### src/design/agc_pkg.sv
// Shared constants, types and the log2 table of the AGC level to DAC code converter.
package agc_pkg;

	// DAC code resolution and log2 table size
	localparam int CODE_BITS      = 12;
	localparam int LOG_TABLE_BITS = 8;
	localparam int TABLE_SIZE     = 1 << LOG_TABLE_BITS;

	// Field widths
	localparam int MV_W       = 16;
	localparam int TGT_W      = 20;
	localparam int DAC_CODE_W = 12;
	localparam int CFG_INDEX_W = 8;
	localparam int CFG_DATA_W  = 20;
	localparam int CODE_EXT_W = (CODE_BITS > DAC_CODE_W) ? CODE_BITS : DAC_CODE_W;

	// Datapath widths of the log and polynomial stages
	localparam int LG_W  = 20;
	localparam int LN_W  = 20;
	localparam int SQ_W  = 24;
	localparam int BL_W  = 45;
	localparam int ASQ_W = 43;
	localparam int SUM_W = 47;

	// Code conversion: numerator mv*FULL + vref/2 always fits MV_W+CODE_BITS bits
	localparam int NUM_W = MV_W + CODE_BITS;
	localparam logic [CODE_BITS-1:0] FULL_CODE = {CODE_BITS{1'b1}};

	// Fixed-point constants: ln2 in Q16, coefficients in Q10.16
	localparam logic [15:0] LN2_Q16    = 16'd45426;
	localparam logic [18:0] COEF_A_Q16 = 19'd353595;
	localparam logic [24:0] COEF_B_Q16 = 25'd20127581;
	localparam logic [23:0] COEF_C_Q16 = 24'd11111607;

	// Configuration register indexes
	localparam logic [CFG_INDEX_W-1:0] CFG_TARGET_MIN = 8'd0;
	localparam logic [CFG_INDEX_W-1:0] CFG_TARGET_MAX = 8'd1;
	localparam logic [CFG_INDEX_W-1:0] CFG_DAC_MAX    = 8'd2;
	localparam logic [CFG_INDEX_W-1:0] CFG_VREF       = 8'd3;

	// Configuration reset values
	localparam logic [TGT_W-1:0] TARGET_MIN_RST = 20'd16;
	localparam logic [TGT_W-1:0] TARGET_MAX_RST = 20'd1048575;
	localparam logic [MV_W-1:0]  DAC_MAX_RST    = 16'd3300;
	localparam logic [MV_W-1:0]  VREF_RST       = 16'd3300;

	// Request into the code divider
	typedef struct packed {
		logic [MV_W-1:0]  mv;
		logic [NUM_W-1:0] num;
	} div_req_t;

	// Result out of the code divider
	typedef struct packed {
		logic [MV_W-1:0]      mv;
		logic [CODE_BITS-1:0] code;
	} div_res_t;

	// log2(1 + i/TABLE_SIZE) in UQ0.16, truncated, by repeated squaring
	typedef logic [15:0] log2_tab_t [TABLE_SIZE];

	function automatic log2_tab_t build_log2_tab();
		log2_tab_t  tab;
		logic [63:0] m;
		logic [15:0] y;
		for (int i = 0; i < TABLE_SIZE; i++) begin
			m = (64'd1 << 30) + ((64'(i) << 30) >> LOG_TABLE_BITS);
			y = '0;
			for (int k = 1; k <= 16; k++) begin
				m = (m * m) >> 30;
				if (m >= (64'd2 << 30)) begin
					m = m >> 1;
					y = y | (16'd1 << (16 - k));
				end
			end
			tab[i] = y;
		end
		return tab;
	endfunction

	localparam log2_tab_t LOG2_TAB = build_log2_tab();

endpackage

### src/design/agc_div_pipe.sv
// Pipelined restoring divider that turns a level numerator into a saturated DAC code.
module agc_div_pipe (
	input  logic                     clk,
	input  logic                     arst_n,
	input  logic                     in_valid,
	output logic                     in_ready,
	input  agc_pkg::div_req_t        in_req,
	input  logic [agc_pkg::MV_W-1:0] vref,
	output logic                     out_valid,
	input  logic                     out_ready,
	output agc_pkg::div_res_t        out_res
);

	localparam int NSTG = agc_pkg::CODE_BITS;
	localparam int NW   = agc_pkg::NUM_W;

	// Stage registers, one quotient bit per stage, most significant first
	logic                          vld_s [NSTG];
	logic [NW-1:0]                 rem_s [NSTG];
	logic [agc_pkg::CODE_BITS-1:0] quo_s [NSTG];
	logic                          sat_s [NSTG];
	logic [agc_pkg::MV_W-1:0]      mv_s  [NSTG];

	logic                          en    [NSTG];
	logic                          vin   [NSTG];
	logic [NW-1:0]                 rin   [NSTG];
	logic [agc_pkg::CODE_BITS-1:0] qin   [NSTG];
	logic                          sin   [NSTG];
	logic [agc_pkg::MV_W-1:0]      min_v [NSTG];
	logic [NW-1:0]                 rnext [NSTG];
	logic [agc_pkg::CODE_BITS-1:0] qnext [NSTG];
	logic [NW-1:0]                 dsh   [NSTG];

	// Advance a stage when it is empty or the next one advances
	always_comb begin
		en[NSTG-1] = !vld_s[NSTG-1] || out_ready;
		for (int j = NSTG - 2; j >= 0; j--) begin
			en[j] = !vld_s[j] || en[j+1];
		end
	end

	assign in_ready = en[0];

	// Trial subtract of the shifted divisor at each stage
	always_comb begin
		for (int j = 0; j < NSTG; j++) begin
			if (j == 0) begin
				vin[j]   = in_valid;
				rin[j]   = in_req.num;
				qin[j]   = '0;
				sin[j]   = (in_req.num >= (NW'(vref) << NSTG));
				min_v[j] = in_req.mv;
			end else begin
				vin[j]   = vld_s[j-1];
				rin[j]   = rem_s[j-1];
				qin[j]   = quo_s[j-1];
				sin[j]   = sat_s[j-1];
				min_v[j] = mv_s[j-1];
			end
			dsh[j] = NW'(vref) << (NSTG - 1 - j);
			if (rin[j] >= dsh[j]) begin
				rnext[j] = rin[j] - dsh[j];
				qnext[j] = qin[j] | (agc_pkg::CODE_BITS'(1) << (NSTG - 1 - j));
			end else begin
				rnext[j] = rin[j];
				qnext[j] = qin[j];
			end
		end
	end

	// Valid bits
	always_ff @(posedge clk or negedge arst_n) begin
		if (!arst_n) begin
			for (int j = 0; j < NSTG; j++) begin
				vld_s[j] <= 1'b0;
			end
		end else begin
			for (int j = 0; j < NSTG; j++) begin
				if (en[j]) begin
					vld_s[j] <= vin[j];
				end
			end
		end
	end

	// Payload
	always_ff @(posedge clk) begin
		for (int j = 0; j < NSTG; j++) begin
			if (en[j]) begin
				rem_s[j] <= rnext[j];
				quo_s[j] <= qnext[j];
				sat_s[j] <= sin[j];
				mv_s[j]  <= min_v[j];
			end
		end
	end

	// Saturate the code when the quotient would pass full scale
	assign out_valid    = vld_s[NSTG-1];
	assign out_res.mv   = mv_s[NSTG-1];
	assign out_res.code = sat_s[NSTG-1] ? agc_pkg::FULL_CODE : quo_s[NSTG-1];

endmodule

### src/design/agc_level_to_dac_code.sv
// Top level of the AGC level to DAC code converter: log, polynomial and code pipeline.
// Pipeline: 9 front stages (clamp, log2, ln, square, two products, sum, level, numerator)
// plus CODE_BITS divider stages, 21 register stages at CODE_BITS 12.
// Throughput: one request per cycle unless m_tready stalls the output; every stage is
// registered with its own valid bit.
// The code divider resolves one quotient bit per stage and sets the pipeline depth.
// Reset: arst_n clears all valid bits and loads the configuration defaults.
module agc_level_to_dac_code (
	input  logic        clk,
	input  logic        arst_n,
	// s_tdata: direct_mv [15:0], target_out_q4 [35:16], zero [39:36]
	input  logic        s_tvalid,
	output logic        s_tready,
	input  logic [39:0] s_tdata,
	// s_tuser: req_type [0]
	input  logic [0:0]  s_tuser,
	// m_tdata: applied_mv [15:0], dac_code [27:16], zero [31:28]
	output logic        m_tvalid,
	input  logic        m_tready,
	output logic [31:0] m_tdata,
	input  logic        cfg_valid,
	output logic        cfg_ready,
	input  logic [agc_pkg::CFG_INDEX_W-1:0] cfg_index,
	input  logic [agc_pkg::CFG_DATA_W-1:0]  cfg_data
);

	localparam int TW = agc_pkg::TGT_W;
	localparam int MW = agc_pkg::MV_W;

	// Configuration registers
	logic [TW-1:0] target_min_q;
	logic [TW-1:0] target_max_q;
	logic [MW-1:0] dac_max_q;
	logic [MW-1:0] vref_q;
	logic [MW-1:0] vref_eff;

	assign cfg_ready = 1'b1;
	assign vref_eff  = (vref_q == '0) ? MW'(1) : vref_q;

	always_ff @(posedge clk or negedge arst_n) begin
		if (!arst_n) begin
			target_min_q <= agc_pkg::TARGET_MIN_RST;
			target_max_q <= agc_pkg::TARGET_MAX_RST;
			dac_max_q    <= agc_pkg::DAC_MAX_RST;
			vref_q       <= agc_pkg::VREF_RST;
		end else if (cfg_valid && cfg_ready) begin
			unique case (cfg_index)
				agc_pkg::CFG_TARGET_MIN: target_min_q <= cfg_data[TW-1:0];
				agc_pkg::CFG_TARGET_MAX: target_max_q <= cfg_data[TW-1:0];
				agc_pkg::CFG_DAC_MAX:    dac_max_q    <= cfg_data[MW-1:0];
				agc_pkg::CFG_VREF:       vref_q       <= cfg_data[MW-1:0];
				default: ;
			endcase
		end
	end

	// Pipeline registers
	logic vld_s1, vld_s2, vld_s3, vld_s4, vld_s5, vld_s6, vld_s7, vld_s8, vld_s9;
	logic en_s1, en_s2, en_s3, en_s4, en_s5, en_s6, en_s7, en_s8, en_s9;
	logic req_s1, req_s2, req_s3, req_s4, req_s5, req_s6, req_s7;
	logic [MW-1:0] dir_s1, dir_s2, dir_s3, dir_s4, dir_s5, dir_s6, dir_s7;
	logic [TW-1:0]                    tcl_s1;
	logic [agc_pkg::LG_W-1:0]         lg_s2;
	logic [agc_pkg::LN_W-1:0]         ln_s3, ln_s4;
	logic [agc_pkg::SQ_W-1:0]         sq_s4, sq_s5;
	logic [agc_pkg::BL_W-1:0]         bl_s5, bl_s6;
	logic [agc_pkg::ASQ_W-1:0]        asq_s6;
	logic [agc_pkg::SUM_W-1:0]        sum_s7;
	logic [MW-1:0]                    mv_s8;
	agc_pkg::div_req_t                dreq_s9;

	logic div_ready;

	// Advance a stage when it is empty or the next one advances
	assign en_s9 = !vld_s9 || div_ready;
	assign en_s8 = !vld_s8 || en_s9;
	assign en_s7 = !vld_s7 || en_s8;
	assign en_s6 = !vld_s6 || en_s7;
	assign en_s5 = !vld_s5 || en_s6;
	assign en_s4 = !vld_s4 || en_s5;
	assign en_s3 = !vld_s3 || en_s4;
	assign en_s2 = !vld_s2 || en_s3;
	assign en_s1 = !vld_s1 || en_s2;
	assign s_tready = en_s1;

	always_ff @(posedge clk or negedge arst_n) begin
		if (!arst_n) begin
			vld_s1 <= 1'b0;
			vld_s2 <= 1'b0;
			vld_s3 <= 1'b0;
			vld_s4 <= 1'b0;
			vld_s5 <= 1'b0;
			vld_s6 <= 1'b0;
			vld_s7 <= 1'b0;
			vld_s8 <= 1'b0;
			vld_s9 <= 1'b0;
		end else begin
			if (en_s1) vld_s1 <= s_tvalid;
			if (en_s2) vld_s2 <= vld_s1;
			if (en_s3) vld_s3 <= vld_s2;
			if (en_s4) vld_s4 <= vld_s3;
			if (en_s5) vld_s5 <= vld_s4;
			if (en_s6) vld_s6 <= vld_s5;
			if (en_s7) vld_s7 <= vld_s6;
			if (en_s8) vld_s8 <= vld_s7;
			if (en_s9) vld_s9 <= vld_s8;
		end
	end

	// Stage 1: clamp the target, raising to the minimum first
	logic [TW-1:0] tgt_in;
	logic [TW-1:0] tcl_next;

	assign tgt_in = s_tdata[35:16];

	always_comb begin
		if (tgt_in < target_min_q) begin
			tcl_next = target_min_q;
		end else if (tgt_in > target_max_q) begin
			tcl_next = target_max_q;
		end else begin
			tcl_next = tgt_in;
		end
	end

	// Stage 2: log2 as leading-one position plus table fraction
	logic [4:0]                         msb_pos;
	logic [TW-1:0]                      norm;
	logic [agc_pkg::LOG_TABLE_BITS-1:0] tab_idx;
	logic [agc_pkg::LG_W-1:0]           lg_next;

	always_comb begin
		msb_pos = '0;
		for (int b = 0; b < TW; b++) begin
			if (tcl_s1[b]) begin
				msb_pos = 5'(b);
			end
		end
		norm    = tcl_s1 << (5'(TW - 1) - msb_pos);
		tab_idx = norm[TW-2 -: agc_pkg::LOG_TABLE_BITS];
		// Below one mV the log is held at zero
		if (tcl_s1 < TW'(16)) begin
			lg_next = '0;
		end else begin
			lg_next = {4'(msb_pos - 5'd4), agc_pkg::LOG2_TAB[tab_idx]};
		end
	end

	// Stage 3: ln = log2 * ln2, rounded half up
	logic [35:0] ln_sum;
	assign ln_sum = 36'(lg_s2) * 36'(agc_pkg::LN2_Q16) + 36'd32768;

	// Stage 4: square of ln, rounded half up to Q16
	logic [39:0] sq_sum;
	assign sq_sum = 40'(ln_s3) * 40'(ln_s3) + 40'd32768;

	// Stage 7: Q32 polynomial sum, signed
	logic [agc_pkg::SUM_W-1:0] sum_next;
	assign sum_next = agc_pkg::SUM_W'(bl_s6)
		+ (agc_pkg::SUM_W'(agc_pkg::COEF_C_Q16) << 16)
		- agc_pkg::SUM_W'(asq_s6);

	// Stage 8: round to mV, drop negative sums, choose path, clamp to DAC max
	logic [agc_pkg::SUM_W-1:0] sum_rnd;
	logic [MW-1:0]             poly_mv;
	logic [MW-1:0]             sel_mv;
	logic [MW-1:0]             mv_next;

	always_comb begin
		sum_rnd = sum_s7 + (agc_pkg::SUM_W'(1) << 31);
		// The sum stays below 2^45, so the rounded level fits without saturation
		if (sum_s7[agc_pkg::SUM_W-1] || (sum_s7 == '0)) begin
			poly_mv = '0;
		end else begin
			poly_mv = MW'(sum_rnd[agc_pkg::SUM_W-1:32]);
		end
		sel_mv  = req_s7 ? poly_mv : dir_s7;
		mv_next = (sel_mv > dac_max_q) ? dac_max_q : sel_mv;
	end

	// Stage 9: code numerator mv*FULL + vref/2
	agc_pkg::div_req_t dreq_next;
	assign dreq_next.mv  = mv_s8;
	assign dreq_next.num = agc_pkg::NUM_W'(mv_s8) * agc_pkg::NUM_W'(agc_pkg::FULL_CODE)
		+ agc_pkg::NUM_W'(vref_eff >> 1);

	// Payload of the front stages
	always_ff @(posedge clk) begin
		if (en_s1) begin
			req_s1 <= s_tuser[0];
			dir_s1 <= s_tdata[15:0];
			tcl_s1 <= tcl_next;
		end
		if (en_s2) begin
			req_s2 <= req_s1;
			dir_s2 <= dir_s1;
			lg_s2  <= lg_next;
		end
		if (en_s3) begin
			req_s3 <= req_s2;
			dir_s3 <= dir_s2;
			ln_s3  <= ln_sum[35:16];
		end
		if (en_s4) begin
			req_s4 <= req_s3;
			dir_s4 <= dir_s3;
			ln_s4  <= ln_s3;
			sq_s4  <= sq_sum[39:16];
		end
		if (en_s5) begin
			req_s5 <= req_s4;
			dir_s5 <= dir_s4;
			sq_s5  <= sq_s4;
			bl_s5  <= agc_pkg::BL_W'(ln_s4) * agc_pkg::BL_W'(agc_pkg::COEF_B_Q16);
		end
		if (en_s6) begin
			req_s6 <= req_s5;
			dir_s6 <= dir_s5;
			bl_s6  <= bl_s5;
			asq_s6 <= agc_pkg::ASQ_W'(sq_s5) * agc_pkg::ASQ_W'(agc_pkg::COEF_A_Q16);
		end
		if (en_s7) begin
			req_s7 <= req_s6;
			dir_s7 <= dir_s6;
			sum_s7 <= sum_next;
		end
		if (en_s8) begin
			mv_s8 <= mv_next;
		end
		if (en_s9) begin
			dreq_s9 <= dreq_next;
		end
	end

	// Code divider; its last stage is the output register and holds the last result
	agc_pkg::div_res_t dres;

	agc_div_pipe u_div (
		.clk       (clk),
		.arst_n    (arst_n),
		.in_valid  (vld_s9),
		.in_ready  (div_ready),
		.in_req    (dreq_s9),
		.vref      (vref_eff),
		.out_valid (m_tvalid),
		.out_ready (m_tready),
		.out_res   (dres)
	);

	// Mask the code to the 12-bit output field
	logic [agc_pkg::CODE_EXT_W-1:0] code_ext;
	logic [agc_pkg::CODE_EXT_W-1:0] full_ext;

	assign code_ext = agc_pkg::CODE_EXT_W'(dres.code);
	assign full_ext = agc_pkg::CODE_EXT_W'(agc_pkg::FULL_CODE);
	assign m_tdata  = {4'd0, code_ext[agc_pkg::DAC_CODE_W-1:0], dres.mv};

`ifndef ASSERT_OFF
	// Applied level never passes the DAC clamp
	a_mv_clamped: assert property (@(posedge clk) disable iff (!arst_n)
		m_tvalid |-> (m_tdata[15:0] <= dac_max_q))
		else $error("applied level above DAC maximum");

	// Zero level gives code zero
	a_zero_code: assert property (@(posedge clk) disable iff (!arst_n)
		(m_tvalid && (m_tdata[15:0] == '0)) |-> (m_tdata[27:16] == '0))
		else $error("zero level with nonzero code");

	// Level at or above vref gives full-scale code
	a_full_code: assert property (@(posedge clk) disable iff (!arst_n)
		(m_tvalid && (m_tdata[15:0] >= vref_eff))
		|-> (m_tdata[27:16] == full_ext[agc_pkg::DAC_CODE_W-1:0]))
		else $error("level at vref without full-scale code");

	// An empty first stage always takes a request
	a_entry_ready: assert property (@(posedge clk) disable iff (!arst_n)
		!vld_s1 |-> s_tready)
		else $error("empty pipeline refused a request");
`endif

endmodule
### config.mk
export PLATFORM = sky130hd
export DESIGN_NAME = agc_level_to_dac_code
export DESIGN_NICKNAME = d
export VERILOG_FILES = /design/src/design/agc_pkg.sv /design/src/design/agc_div_pipe.sv /design/src/design/agc_level_to_dac_code.sv
export SDC_FILE = /design/constraint.sdc
export NUM_CORES = 2
export LEC_CHECK = 0
export ABC_AREA = 1
export ABC_CLOCK_PERIOD_IN_PS = 25900
export BUFFER_PORTS_ARGS = -buffer_cell sky130_fd_sc_hd__buf_2
export CAP_MARGIN = 0
export CORE_ASPECT_RATIO = 0.5
export CORE_MARGIN = 3
export CORE_UTILIZATION = 60
export CTS_CLUSTER_DIAMETER = 40
export DETAILED_ROUTE_END_ITERATION = 16
export GPL_TIMING_DRIVEN = 0
export PLACE_DENSITY = 0.84
export REMOVE_ABC_BUFFERS = 1
export SYNTH_ARGS = -nofsm -noshare
export SYNTH_HDL_FRONTEND = slang
export SYNTH_SLANG_ARGS = --single-unit
### constraint.sdc
create_clock -name clk -period 25.9 [get_ports clk]
set_clock_uncertainty 0.15 [all_clocks]
set_input_delay 5.18 -clock clk [delete_from_list [all_inputs] [get_ports clk]]
set_output_delay 5.18 -clock clk [all_outputs]
set_load 0.02 [all_outputs]
== Word-level counts from Yosys, hierarchy flattened ==
Memory sizes are Yosys's and may differ from the RTL's. A register that Yosys moved wholly into a read port is not among the register bits.
Index checks and enable logic that the tools add are counted.
Widths: inputs -> output; s select.
Operators by class
  shift operators: 1
  $add $sub $neg: 20
  reduce and logical (&&, ||, !) cells: 50
  multiplexer cells: 76
  equal/unequal tests: 3
  order comparisons: 18
  multipliers: 5
  bitwise logic cells: 1
Operator list (number)
  $mux 28: 12
  $mux 5: 19
  $mux 16: 5
  $add 47x32->47 const B: 1
  $logic_not 47->1: 1
  $sub 46x43->47: 1
  $add 45x40->46 const B: 1
  $mul 20x25->45 const B: 1
  $mul 24x19->43 const B: 1
  $add 40x16->40 const B: 1
  $mul 20x20->40: 1
  $mux 20: 2
  $add 36x16->36 const B: 1
  $mul 20x15->35 const B: 1
  $add 28x15->28: 1
  $ge 28x16->1: 1
  $ge 28x17->1: 1
  $ge 28x18->1: 1
  $ge 28x19->1: 1
  $ge 28x20->1: 1
  $ge 28x21->1: 1
  $ge 28x22->1: 1
  $ge 28x23->1: 1
  $ge 28x24->1: 1
  45 further kinds: 116
Storage, ports and cells
  bits in registers: 580
  RAM bits: 684
  memories: 5
  ROM bits: 4096
  bits of input ports: 74
  word-level logic and storage cells: 231
Memory list
  (no name shown): depth 256, bits a word 16, rd ports 1, clocked after memory_dff 1, wr ports 0, line agc_level_to_dac_code.sv:145  | lg_next = {4'(msb_pos - 5'd4), agc_pkg::LOG2_TAB[tab_idx]};
  u_div.rem_s: depth 12, bits a word 28, rd ports 11, clocked after memory_dff 0, wr ports 12, line agc_div_pipe.sv:19  | logic [NW-1:0] rem_s [NSTG];
  u_div.mv_s: depth 12, bits a word 16, rd ports 12, clocked after memory_dff 0, wr ports 12, line agc_div_pipe.sv:22  | logic [agc_pkg::MV_W-1:0] mv_s [NSTG];
  u_div.quo_s: depth 12, bits a word 12, rd ports 12, clocked after memory_dff 0, wr ports 12, line agc_div_pipe.sv:20  | logic [agc_pkg::CODE_BITS-1:0] quo_s [NSTG];
  u_div.sat_s: depth 12, bits a word 1, rd ports 12, clocked after memory_dff 0, wr ports 12, line agc_div_pipe.sv:21  | logic sat_s [NSTG];

== Logic depth before layout (Yosys ltp) ==
  word-level depth: 25
  gate-level depth with buffers: 42
  mapped depth without buffers: 41

== Cells and area by module ==
From an unflattened synthesis, not the netlist that was laid out.
Unflattened totals
  cell total of the unflattened synthesis: 11393
  area total of the unflattened synthesis: 103648.2 um^2
Modules (own cells, without submodules)
  agc_level_to_dac_code: cells each 7028, instances 1, area an instance 66959.2 um^2, seq. area each 16692.3 um^2
  agc_div_pipe: cells each 4365, instances 1, area an instance 36688.9 um^2, seq. area each 18017.3 um^2

== Least setup slack after synthesis ==
OpenSTA, ideal clock, no wires.
  path type: input port to output port
  from: in m_tready
  to: out s_tready
  arrival: 15.986 ns
  required time: 20.570 ns
  cell stages on the path: 34
  setup slack: 4.584 ns
  path through: nor2_2 -> inv_2 -> nor2_2 -> inv_2 -> nor2_2 -> inv_2 -> nor2_2 -> inv_2 -> nor2_2 -> inv_2 -> nor2_2 -> inv_2 -> nor2_2 -> inv_2 -> nor2_2 -> inv_2 -> nor2_2 -> inv_2 -> nor2_2 -> inv_2 -> nor2_2 -> inv_2 -> nor2_2 -> inv_2 -> nor2_2 -> inv_2 -> nor2_4 -> nand2_4 -> nor2_4 -> nand2_4 -> nor2_4 -> nand2_4 -> nor2_4 -> nand2_2
RTL lines
  start: declaration: line agc_level_to_dac_code.sv:19  | input logic m_tready,
  end: declaration: line agc_level_to_dac_code.sv:13  | output logic s_tready,

==> results.md <==
* Fin cells at 11800
* Fraction of the cycle the final worst path needs at 0.924
* TritonCTS clock tree: yes
* Average wire per standard cell at 19.3 um
* Global-route track usage on met2 at 0.479
* Number of global-route vias before repair at 70000
* Peak Freq at 0.0418 GHz
* Area Overhead vs Synth at 7.15%
* Clock sink count at 1170
* CP dominant cell by count: sky130_fd_sc_hd__nor2_2
* Finish-stage setup viols at 0
* Crit Path Class: in -> out
* H-tree depth reported by CTS at 3
* Root buf cell: sky130_fd_sc_hd__clkbuf_16
* Post-CTS setup buffers at 0
* Clk slew on worst S/H paths at 0.06 ns
* Total negative setup slack at 0 ns
* Detailed-route vias per instance at 5.74
* Initial standard-cell utilization of the core at 0.606
* Time the worst path needs with I/O delays and setup at 23.94 ns
* Fin. max-slew vios at 0
* Global-route total usage across every layer at 0.278
* Endpoint class of the critical path: primary output
* Met1 track utilization from global routing at 0.347
* Hold crit path type: reg -> reg
* Critical path launch point type: input port
* Fraction of final layout cells sized beyond drive strength 1 at 0.0478
* Die Footprint at 0.165 sq mm
* Global-route wire length before repair at 364000 um
* Maximum number of pins on one net before global-route repair at 89
* PortBufs at 99
* Fraction of registers with async set or reset after synthesis at 0.0795
* Count of hold buffers inserted by post-cts repair at 0
* Remaining DRCs at 0
* DRT Pass-1 Iters at 9
* Worst Path Required at 20.57 ns
* RSZ-0062 raised after global routing: false
* Aggregate routed wire length at 227000 um
* Status: complete, no violations
* Number of placed instances with taps included at 11500
* Final hold vios at 0
* Number of vias after detailed routing at 67400
* Cell area after placement at 0.0987 sq mm
* Standard cell with the maximum stage delay on the critical path: sky130_fd_sc_hd__nand2_4
* Die Y at 289 um
* Post-route cell area at 0.103 sq mm
* Arrival @ worst endpoint at 18.61 ns
* Buffer depth of the longest clock path at 3
* Count of routing violations after the opening detailed-route iteration at 6162
* Number of buffers inserted during clock tree synthesis at 114
* Flip-flop cell with the highest count after synthesis: sky130_fd_sc_hd__edfxtp_1
* Area of the core at 0.158 sq mm
* Register area share after synthesis at 0.362
* Worst slack on hold paths at 0.258 ns
* Most Crowded Layer GR: met2
* Average cell area after synthesis at 10.1 sq um
* Peak fanout along the critical path at 88
* Number of flops mapped to enable cells by yosys at 1077
* Cell variety after synth at 70
* Global-route track usage on met3 at 0.0528
* Synth warnings at 0
* Horizontal extent of the die at 572 um
* Clock insertion delay at the later pin of the skew report at 0.79 ns
* Nets at 11600
* Number of standard cells after synthesis at 9498
* Placement Rows at 103
* Initial antenna violation count at 7
* Ports placed on the boundary at 109
* Max-Slew Margin vs Limit at 0.0477
* Placed wire-length estimate at 171000 um
* Cell area after technology mapping at 0.0960 sq mm
* CP max stage delay at 0.82 ns
* Overflow left after global routing at 0
* Worst slew pin tran at 1.43 ns
* Count of nets left with antenna violations after detail routing at 0
* Routability congestion estimate from global placement at 0.954
* Post-synthesis register bit count at 1170
* Max cap viols at 0
## cell usage in the layout (no fill, tap or decap), types with 13 or more instances in the layout
cell type | Yosys | final
sky130_fd_sc_hd__nor2_2 | 17 | 21
sky130_fd_sc_hd__clkbuf_16 | 0 | 114
sky130_fd_sc_hd__a31oi_1 | 37 | 37
sky130_fd_sc_hd__o21ai_0 | 410 | 410
sky130_fd_sc_hd__nor3_1 | 61 | 60
sky130_fd_sc_hd__dfrtp_1 | 60 | 60
sky130_fd_sc_hd__xor2_1 | 257 | 257
sky130_fd_sc_hd__nand3b_1 | 13 | 13
sky130_fd_sc_hd__nand3_1 | 293 | 293
sky130_fd_sc_hd__a211oi_1 | 33 | 32
sky130_fd_sc_hd__bufinv_16 | 0 | 15
sky130_fd_sc_hd__clkinv_1 | 3 | 15
sky130_fd_sc_hd__a21oi_1 | 578 | 576
sky130_fd_sc_hd__fa_1 | 876 | 876
sky130_fd_sc_hd__o21bai_1 | 27 | 27
sky130_fd_sc_hd__or2_2 | 42 | 42
sky130_fd_sc_hd__clkinv_2 | 0 | 19
sky130_fd_sc_hd__xnor2_1 | 160 | 160
sky130_fd_sc_hd__o21a_1 | 29 | 29
sky130_fd_sc_hd__buf_2 | 32 | 98
sky130_fd_sc_hd__edfxtp_1 | 1077 | 1077
sky130_fd_sc_hd__nand4_1 | 80 | 80
sky130_fd_sc_hd__nor2_1 | 497 | 493
sky130_fd_sc_hd__clkbuf_1 | 118 | 17
sky130_fd_sc_hd__o21ai_1 | 14 | 13
sky130_fd_sc_hd__inv_1 | 1937 | 1933
sky130_fd_sc_hd__o211ai_1 | 40 | 40
sky130_fd_sc_hd__nand2_1 | 1376 | 1374
sky130_fd_sc_hd__ha_1 | 1147 | 1147
sky130_fd_sc_hd__nor4_1 | 50 | 49
sky130_fd_sc_hd__dfstp_2 | 33 | 33
## metrics by stage
stage	utilization	setup WS, ns
floorplan	-	4.58
global placement	0.620	0.997
detailed placement	0.623	0.0772
CTS	0.649	0.185
global route	0.649	0.171
finish	0.649	1.96
## cells by family (layout without fill, tap and decap cells)
| logic type | after synthesis | in the layout | synth area share |
|---|---|---|---|
| other cells | 2 | 7 | 0.0000782 |
| simple gates | 2470 | 2470 | 0.108 |
| buf+inv | 2140 | 2292 | 0.0852 |
| xor+xnor | 417 | 417 | 0.0380 |
| flops | 1170 | 1170 | 0.362 |
| fa+ha+maj | 2023 | 2023 | 0.332 |
| compound gates | 1272 | 1272 | 0.0740 |
| mux | 4 | 4 | 0.000469 |
## path summary, 6_finish.rpt
path | start | end | slack, ns | cells after the start
max in group asynchronous | arst_n | dac_max_q[2]$_DFFE_PN1P_ | 20.68 | 2
setup / recovery | m_tready | s_tready | 1.96 | 36
hold reg to reg | u_div.mv_s[1][40]$_DFFE_PP_ | u_div.mv_s[1][56]$_DFFE_PP_ | 0.26 | 0
min in group asynchronous | arst_n | target_min_q[16]$_DFFE_PN0P_ | 4.21 | 1
hold / removal | u_div.mv_s[1][40]$_DFFE_PP_ | u_div.mv_s[1][56]$_DFFE_PP_ | 0.26 | 0
setup reg to reg | u_div.out_valid$_DFFE_PN0P_ | dir_s1[9]$_DFFE_PP_ | 11.82 | 35
## repair_timing
| item | 4_1_cts | 5_1_grt |
|---|---|---|
| hold endpoints to repair | 0 | 0 |
| endpoints found under the setup margin | 1 | 1 |
| gates resized for setup | 1 | 7 |
## cells in the mapped netlist, drive strengths merged (13+ instances only)
cell / count / area, sq um
inv: 1951 / 7320
nand2: 1389 / 5270
ha: 1147 / 14400
edfxtp: 1077 / 32300
fa: 876 / 17500
a21oi: 579 / 2900
nor2: 519 / 2030
o21ai: 424 / 2120
nand3: 293 / 1470
xor2: 257 / 2250
xnor2: 160 / 1400
clkbuf: 118 / 443
nand4: 80 / 500
buf: 68 / 404
nor3: 62 / 315
dfrtp: 60 / 1500
nor4: 51 / 325
or2: 45 / 282
o211ai: 40 / 300
a31oi: 37 / 231
a211oi: 33 / 248
dfstp: 33 / 867
o21a: 29 / 218
o21bai: 27 / 203
nand3b: 13 / 97.6
## state kept, by name, summed over array words and instances (netlist names), 24 cells and up
signal	cells
bl_s6	45
dreq_s9	44
sum_s7	47
u_div.rem_s	308
u_div.mv_s	192
sq_s4	24
bl_s5	45
sq_s5	24
u_div.quo_s	78
asq_s6	43
## critical path: cells and delay by family
family	cells	cell delay [ns]
buffers and inverters	15	9.33
and+or+nand+nor	21	3.90
## metal layers
metal	vias to the layer above	wire length, um
li1	31200	-
met3	675	18300
met2	2788	110000
met4	6	9830
met1	32700	88500
met5	-	38
## layout make-up
cell class	count	area (sq um)
diodes	2	5.00
inverters	1954	7350
clock inverters	79	1080
fillers	11400	55500
clock buffers	138	3010
flip-flops and latches	1170	34700
well taps	2100	2630
multi-input cells	6191	53200
repair buffers	121	885
Power is not shown: default switching activity piles up to over one toggle a cycle in this logic, so the estimate is an artifact.
